## src/rtl/c3cf_pkg.sv

```systemverilog
// ----------------------------------------------------------------------------
// c3cf_pkg
// Shared types, constants and codes for the 3x3 clamp filter.
// ----------------------------------------------------------------------------
package c3cf_pkg;

    // Geometry and arithmetic
    localparam int MAX_WIDTH  = 1024;
    localparam int TAP_BITS   = 7;
    localparam int NUM_TAPS   = 9;
    localparam int LB_AW      = $clog2(MAX_WIDTH);
    localparam int CFG_W_W    = 11;                 // image_width register
    localparam int WCMP_W     = (LB_AW + 1 > CFG_W_W) ? LB_AW + 1 : CFG_W_W;
    localparam int HEIGHT_W   = 16;
    localparam int ROW_W      = HEIGHT_W + 1;       // row runs to height + 1 in flush
    localparam int PIX_W      = 8;
    localparam int SCALE_W    = 16;
    localparam int FRAC_BITS  = 12;
    localparam int TAPS_W     = NUM_TAPS * TAP_BITS;
    localparam int TERM_W     = PIX_W + 1 + TAP_BITS;
    localparam int ACC_W      = TERM_W + $clog2(NUM_TAPS);
    localparam int PROD_W     = ACC_W + SCALE_W;
    localparam int K_W        = $clog2(NUM_TAPS);
    localparam int LEVEL_MAX  = 255;

    // Configuration port
    localparam int CFG_DATA_W = TAPS_W;
    localparam int CFG_IDX_W  = 2;

    typedef enum logic [CFG_IDX_W-1:0] {
        REG_KERNEL_TAPS  = 2'd0,
        REG_SCALE_FACTOR = 2'd1,
        REG_IMAGE_WIDTH  = 2'd2,
        REG_IMAGE_HEIGHT = 2'd3
    } t_cfg_reg;

    // Reset values
    localparam logic [TAPS_W-1:0]   TAPS_RST   = TAPS_W'(64'd268435456);
    localparam logic [SCALE_W-1:0]  SCALE_RST  = SCALE_W'(4096);
    localparam logic [WCMP_W-1:0]   WIDTH_RST  = WCMP_W'(640);
    localparam logic [HEIGHT_W-1:0] HEIGHT_RST = HEIGHT_W'(480);

    // Input func codes
    localparam logic FUNC_PIXEL = 1'b0;
    localparam logic FUNC_PAD   = 1'b1;

    // Payloads
    typedef struct packed {
        logic             func;
        logic [PIX_W-1:0] red;
    } t_in_item;

    typedef struct packed {
        logic [PIX_W-1:0] level;
        logic             last_of_image;
    } t_out_item;

    // Controller states
    typedef enum logic [2:0] {
        S_IDLE,
        S_SHIFT,
        S_MAC,
        S_SCALE,
        S_EMIT
    } t_state;

    // Controller to datapath
    typedef struct packed {
        logic load;
        logic shift;
        logic mac;
        logic scale;
        logic emit;
    } t_ctrl_cmd;

    // Datapath to controller
    typedef struct packed {
        logic has_out;
        logic mac_done;
        logic out_free;
    } t_dp_status;

endpackage

```

## src/rtl/c3cf_ctrl.sv

```systemverilog
// ----------------------------------------------------------------------------
// c3cf_ctrl
// Sequencer: accept, window update, nine tap MAC steps, scale, emit.
// ----------------------------------------------------------------------------
module c3cf_ctrl
    import c3cf_pkg::*;
(
    input  logic       i_clk,
    input  logic       i_rst_n,
    input  logic       i_in_valid,
    output logic       o_in_ready,
    input  t_dp_status i_status,
    output t_ctrl_cmd  o_cmd
);

    t_state r_state;
    t_state n_state;

    // State register
    always_ff @(posedge i_clk) begin
        if (!i_rst_n) begin
            r_state <= S_IDLE;
        end else begin
            r_state <= n_state;
        end
    end

    // Next state
    always_comb begin
        n_state = r_state;
        unique case (r_state)
            S_IDLE: begin
                if (i_in_valid) n_state = S_SHIFT;
            end
            S_SHIFT: begin
                n_state = i_status.has_out ? S_MAC : S_IDLE;
            end
            S_MAC: begin
                if (i_status.mac_done) n_state = S_SCALE;
            end
            S_SCALE: begin
                n_state = S_EMIT;
            end
            S_EMIT: begin
                if (i_status.out_free) n_state = S_IDLE;
            end
            default: n_state = S_IDLE;
        endcase
    end

    // Outputs
    always_comb begin
        o_cmd      = '0;
        o_in_ready = 1'b0;
        unique case (r_state)
            S_IDLE: begin
                o_in_ready = 1'b1;
                o_cmd.load = i_in_valid;
            end
            S_SHIFT: o_cmd.shift = 1'b1;
            S_MAC:   o_cmd.mac   = 1'b1;
            S_SCALE: o_cmd.scale = 1'b1;
            S_EMIT:  o_cmd.emit  = i_status.out_free;
            default: o_cmd = '0;
        endcase
    end

endmodule

```

## config.mk

```make
export PLATFORM = sky130hd
export DESIGN_NAME = c3cf_ctrl
export DESIGN_NICKNAME = d
export VERILOG_FILES = /design/src/rtl/c3cf_pkg.sv /design/src/rtl/c3cf_ctrl.sv
export SDC_FILE = /design/constraint.sdc
export NUM_CORES = 1
export LEC_CHECK = 0
export ABC_AREA = 1
export ABC_CLOCK_PERIOD_IN_PS = 800
export BUFFER_PORTS_ARGS = -buffer_cell sky130_fd_sc_hd__clkbuf_2
export CORE_AREA = 2 2 39 41
export CTS_CLUSTER_SIZE = 16
export DETAILED_ROUTE_END_ITERATION = 10
export DIE_AREA = 0 0 41 43
export GPL_TIMING_DRIVEN = 0
export MAX_ROUTING_LAYER = met4
export SLEW_MARGIN = 20
export SYNTH_ARGS = -nofsm -noshare
export SYNTH_HDL_FRONTEND = slang
export SYNTH_SLANG_ARGS = --single-unit
```

## constraint.sdc

```tcl
create_clock -name i_clk -period 0.8 [get_ports i_clk]
set_input_delay 0.04 -clock i_clk [delete_from_list [all_inputs] [get_ports i_clk]]
set_output_delay 0.04 -clock i_clk [all_outputs]
set_load 0.01 [all_outputs]
```

* Word-level counts from Yosys, hierarchy flattened *
Cells that the tools add are included.

word-level totals
  register bits = 3
  RAM bits = 0
  bits of input ports = 6
  memories = 0
  latch bits = 0
  bits in read-only memories = 0

operators by class
  add/subtract/negate cells = 0
  reduce and logical (&&, ||, !) cells = 2
  $mul = 0
  muxes and demuxes = 11
  bitwise logic cells = 0
  divide/modulo/power cells = 0
  equality and inequality tests = 7
  shift-type cells = 0
  order comparisons = 0

operators by type and width
  operator                                             number
  case mux 3 bit (5 select lines)                      1
  two-way mux 3 bit                                    3
  equality test 3 x 2 -> 1 bit, second input constant  2
  two-way mux 1 bit                                    6
  inequality test 2 bit, second input constant         3
  equality test 3 x 1 -> 1 bit, second input constant  1
  equality test 3 bit, second input constant           1
  logical NOT 3 bit                                    1
  AND reduction 3 bit                                  1
  two-way mux 2 bit                                    1

* Depth between registers and ports, before layout *
Gate-level depths: netlist of run 1.

  depth after elaboration = 3
  depth in mapped cells = 4

* Worst setup path after synthesis of run 1 *
Ideal clock, no wire load.

  kind = register -> register
  from = register r_state[0]
  to = register r_state[1]
  clock period less this slack = 0.883 ns
  path slack = -0.083 ns
  stages on the path, launching flop included = 5
  setup time = 0.066 ns
  required time = 0.734 ns
  path buffers = 0
  arrival = 0.817 ns
  path through = dfxtp_1 > inv_2 > nor3_2 > nand2_1 > a21oi_2

on the way
  longest elaborated chain between the ends = 3
  elaborated cells on any way between the ends = 10
  those cells by class = eq/ne: 7; mux: 1; reduce/logical: 2

ends and longest elaborated chain
  element                                               line             RTL
  from (decl)                                           c3cf_ctrl.sv:16  t_state r_state;
  from (signal assigned)                                c3cf_ctrl.sv:24  r_state <= n_state;
  equality test 3 x 2 -> 1 bit (tied with other cells)  c3cf_ctrl.sv:31  unique case (r_state)
  inequality test 2 bit (no source line)                n/a
  AND reduction 3 bit (no source line)                  n/a

Several ways; a longest one is shown, not always the timed one.
A chain may end at the register's enable or synchronous reset.

==> results.txt, run 1 <==
Starting Density = 13.0%
Storage cell area = 71.3 um^2
Die H = 43 um
CTS Sinks = 3
DRT antenna net count = 0
Non-Filler Instances = 60
Largest registers = r_state x3
Synth Area per Inst = 6.43 um^2
# rows = 14
Overall Global Routing Usage = 6.78%
Core box area = 0.00138 mm^2
Vias = 215
Worst-case reg-to-reg path depth = 5
Clock skew = 0.00121 ns
Min cycle time layout = 1.02 ns
First-pass GRT wire length = 738 um
Reg2reg setup slack = -0.10 ns
Max Cap Viol = 0
Critical path launch point type = register
Peak VDD IR = 0.790 mV
Area Growth Syn to Fin = 77.8%
Inst Count DP = 55
Hold Path Sink = r_state[1]
WHS Path Cells = 3
DR vias/cell = 3.58
Post-synthesis sequential area ratio = 33.3%
Most frequent cells in the layout = 7 x inv_1, 7 x clkbuf_2, 4 x buf_2
Biggest register = r_state
RR Endpoint = r_state[0]
Final WL = 426 um
Core Util, Final = 23.1%
Vias in the first global route = 203
Hold_sp = i_status[2]
DR iter-0 viols = 5
Num ports = 12
Synthesized net count = 34
Detailed Place HPWL = 349 um
Nets = 51
Worst hold margin = 0.0451 ns
Status = finished with violations
First-pass iteration count of the detailed router = 3
Final setup margin = -0.224 ns
PortBufs = 11
Synth unique cells = 12
# fillers = 158
Seq cells post-synth = 3
Hold Path Class = primary input to register
Lkg Pwr = 0.000172 uW
Hold Vio Cnt, Final = 0
CTS tree = built
Cells after Synth = 28
Crit path max fanout = 4
Largest register FFs = 3
PwrDens = 1820 mW/mm^2
RSZ-0062 raised after global routing = yes
Arr. time, crit path = 0.98 ns
Initial antenna violation count = 0
Total power = 582 uW
Residual DRC = 0
Tcrit/Tclk final = 128%
Relative slew slack = 88.4%
CTS buffer count = 3
Htree depth = 1
Required time of the critical path = 0.76 ns
Clock Path Buffers = 2
Fmax achieved = 976 MHz
Clock Pin Slew Worst Setup and Hold Paths = 0.03 ns
Chip Width = 41 um
Netlist Area Pre-Place = 180 um^2
DIE AREA = 0.00176 mm^2
ANT cells = 0
Yosys warns = 0
Wirelength per Cell = 7.10 um
Proportion of layout cells with a drive suffix above 1 = 59.1%
Max Slew Vio Count = 0
Worst r2r src = r_state[0]
Dpl ws = -0.0891 ns
Failing checks = setup timing
Final setup vio count = 8
Setup Crit Path Kind = register to output pin
Multi-input logic area = 103 um^2
Worst skew pair latency = 0.23 ns
CTS Root Cell = clkbuf_4
Congestion Overflow GR = 0
Slew @ Worst Pin = 0.173 ns
RePlAce Congestion = 0.745
Worst setup EP type = output pin
Pin count of the biggest net entering global routing = 7
[stage by stage]
stage / cell area [um^2] / setup TNS, ns
after floorplan: 196 / -0.0310
after global placement: 272 / -0.299
after detailed placement: 272 / -0.329
after CTS: 315 / -1.41
after global routing: 320 / -1.77
final: 320 / -1.28
[synth_stat cells]
master   count  share of area [%]
nor2_1       2                4.2
nor4_1       1                3.5
nand2_1      3                6.2
nor3_2       1                5.6
a21oi_1      1                2.8
a21oi_2      1                4.9
dfxtp_1      3                 33
inv_2        1                2.1
nand3_1      3                8.3
nand4_1      2                6.9
nor2_2       1                3.5
inv_1        9                 19
[worst max-delay path by stage]
stage                 endpoint       start  cells after the start  slack [ns]
finish                o_cmd[0]  r_state[0]                      2       -0.22
global route          o_cmd[4]  r_state[0]                      4       -0.29
CTS                   o_cmd[0]  r_state[0]                      2       -0.25
detailed placement    o_cmd[4]  r_state[2]                      4       -0.09
global placement      o_cmd[4]  r_state[2]                      4       -0.07
floorplan           r_state[1]  r_state[1]                      3       -0.02
[where the power goes]
group	switching [uW]	internal [uW]	leakage, uW
logic	76.1	69.2	0.000130
clock network	67.4	186	0.0000150
registers	22.6	161	0.0000267
total	166	416	0.000172
[critical path, cell delays in order (launching register included)]
cell and delay (ns):
dfxtp_4 0.35, nor4_2 0.24, buf_2 0.16
[logic make-up after synthesis]
group,after synthesis,share of synthesized area [%]
buf+inv,10,20.8
compound gates,2,7.64
flops,3,33.3
simple gates,13,38.2
[layer usage]
| metal | GRT usage [%] | vias up | routed length [um] |
|---|---|---|---|
| li1 | - | 119 | - |
| met1 | 7.69 | 88 | 205 |
| met2 | 7.50 | 8 | 158 |
| met3 | 6.28 | 0 | 62 |
| met4 | 4.00 | 0 | 0 |
| met5 | - | - | 0 |
[repair_timing]
item                                    CTS  global route
pin swaps                                 2             0
resized for setup                         4             7
endpoints found under the setup margin    8             9
setup buffers                             1             0
hold buffers                              0             0
[layout make-up]
class | instances | area share (%)
flip-flops and latches | 3 | 22.3
clock buffers | 4 | 8.20
multi-input cells | 15 | 32.0
repair buffers | 12 | 19.5
inverters | 10 | 11.7
well taps | 16 | 6.25
(Power assumes the default switching activity.)
==> run 2: changes to the inputs <==
Settings changed: ABC_CLOCK_PERIOD_IN_PS 800 to 1300, PLACE_DENSITY from default to 0.33.
Clock period 0.8 ns to 1.3 ns, I/O delays scaled along.
==> run 2 against run 1 <==
Effect of this change: the flow now finishes without violations; first-iteration DRC count up 40%; cell area down 10%; count of clock-buffer cells in the layout unchanged; sequential power down 40%; non-clock buffer count down 1; register-to-register slack better by 0.50 ns; global-route usage down 1.1 points; combinational power down 47%; setup slack better by 0.37 ns; core utilization down 2.4 points; flip-flop and latch count unchanged; critical path type unchanged.
==> results.txt, run 2 (synthesis results as in run 1) <==
Status = completed
Residual DRC = 0 (unchanged)
Non-Filler Instances = 59 (-1.7%)
Nets = 50 (-2.0%)
Num ports = 12 (unchanged)
Chip Width = 41 um (unchanged)
Overall Global Routing Usage = 5.65% (-1.1 points)
Vias in the first global route = 185 (-8.9%)
Crit path max fanout = 5 (+1)
Setup tns final = 0 ns (+1.28 ns)
Proportion of layout cells with a drive suffix above 1 = 44.2% (-15 points)
Most common cell after layout, fill and taps aside = clkbuf_2
Area Growth Syn to Fin = 59.7%
Congestion Overflow GR = 0 (unchanged)
Worst setup EP type = output pin
Clock Pin Slew Worst Setup and Hold Paths = 0.04 ns (about the same)
Cell Int Power = 247 uW (-41%)
Sequential share of power = 31.7% (+0.2 points)
CTS tree = built
Required time of the critical path = 1.24 ns (+0.48 ns)
Starting Density = 13.0% (unchanged)
Multi-input logic area = 88.8 um^2 (-13%)
DR vias/cell = 3.64 (+1.7%)
Critical path launch point type = register
DR iter-0 viols = 7 (+2)
RSZ-0062 raised after global routing = no
Core Util, Final = 20.8% (-2.4 points)
Storage cell area = 60.1 um^2 (-16%)
Max Cap Viol = 0 (unchanged)
RePlAce Congestion = 0.628 (-16%)
ANT cells = 0 (unchanged)
Peak VDD IR = 0.281 mV (-64%)
Die H = 43 um (unchanged)
# rows = 14 (unchanged)
Htree depth = 1 (unchanged)
Dpl ws = 0.361 ns (+0.450 ns)
Hold Vio Cnt, Final = 0 (unchanged)
Clock Path Buffers = 2 (unchanged)
Net Sw Power = 101 uW (-39%)
Initial antenna violation count = 0 (unchanged)
DRT antenna net count = 0 (unchanged)
Max Slew Vio Count = 0 (unchanged)
Wirelength per Cell = 7.02 um (-1.2%)
PwrDens = 1210 mW/mm^2 (-34%)
Hold Path Class = primary input to register
PortBufs = 11 (unchanged)
DIE AREA = 0.00176 mm^2 (unchanged)
Logic pwr share = 21.9% (-3.0 points)
Final setup vio count = 0 (-8)
CTS Root Cell = clkbuf_4
Final WL = 414 um (-2.8%)
# fillers = 175 (+11%)
CTS Sinks = 3 (unchanged)
Tcrit/Tclk final = 89.0%
Pin count of the biggest net entering global routing = 7 (unchanged)
CTS buffer count = 3 (unchanged)
Clock power frac = 46.4% (+2.8 points)
First-pass iteration count of the detailed router = 2 (-1)
Total power = 348 uW (-40%)
# hold bufs at CTS = 0 (unchanged)
Most frequent cells in the layout = 11 x clkbuf_2, 9 x inv_1
Min cycle time layout = 1.16 ns
Relative slew slack = 84.6% (-3.8 points)
First-pass GRT wire length = 634 um (-14%)
Switching Fraction = 28.9% (+0.38 points)
Setup Crit Path Kind = register to output pin
Final setup margin = 0.143 ns (+0.368 ns)
Fmax achieved = 865 MHz
Detailed Place HPWL = 343 um (-1.8%)
Vias = 215 (unchanged)
Largest register FFs = 3 (unchanged)
Worst skew pair latency = 0.23 ns (about the same)
Biggest register = r_state
Slew @ Worst Pin = 0.231 ns (+0.0585 ns)
Arr. time, crit path = 1.09 ns (+0.11 ns)
Core box area = 0.00138 mm^2 (unchanged)
Inst Count DP = 55 (unchanged)
Lkg Pwr = 0.000165 uW (-4.1%)
Largest registers = r_state x3
Clock skew = 0.000124 ns (-0.00109 ns)
-- run 2: stage by stage --
stage               instance area (um^2)  hold slack, ns
floorplan                            180           0.217
global placement                     255           0.311
detailed placement                   255           0.309
CTS                                  282          0.0583
global route                         288          0.0745
finish                               288          0.0705
-- run 2: final timing paths --
path	start	to	slack [ns]	cells past startpoint
setup / recovery	r_state[0]	o_cmd[4]	0.14	4
hold / removal	i_status[2]	r_state[1]	0.07	3
setup reg to reg	r_state[0]	r_state[0]	0.40	4
hold reg to reg	r_state[2]	r_state[2]	0.57	2
-- run 2: cell type report --
class | count | share of cell area, %
sequential | 3 | 20.9
multi-input combinational | 15 | 30.9
clock buffer | 4 | 9.13
tap | 16 | 6.96
inverter | 10 | 13.0
timing repair buffer | 11 | 19.1
-- run 2: repair_timing --
action | 4_1_cts | 5_1_grt
setup buffers | 0 | 0
setup endpoints to repair | 0 | 1
gates resized for setup | 0 | 1
-- run 2: per-layer routing --
metal | global-route usage (%) | share of wire (%) | vias to the layer above | routed length [um]
li1 | - | - | 117 | -
met1 | 6.71 | 45 | 91 | 188
met2 | 6.88 | 43 | 7 | 177
met3 | 3.14 | 11 | 0 | 47
met4 | 4.00 | 0 | 0 | 0
met5 | - | 0 | - | 0
-- run 2: worst max-delay path, stage by stage (launching register included) --
cell      delay [ns]
dfxtp_1         0.34
nor2_2          0.21
nand2_1         0.09
nor2_1          0.09
clkbuf_2        0.13
-- run 2: power groups by stage --
stage	clock network [uW]	logic, uW	registers, uW
floorplan	0	48.4	109
global placement	0	77.5	112
detailed placement	0	77.0	110
CTS	174	77.3	109
global route	185	85.3	111
finish	161	76.2	110
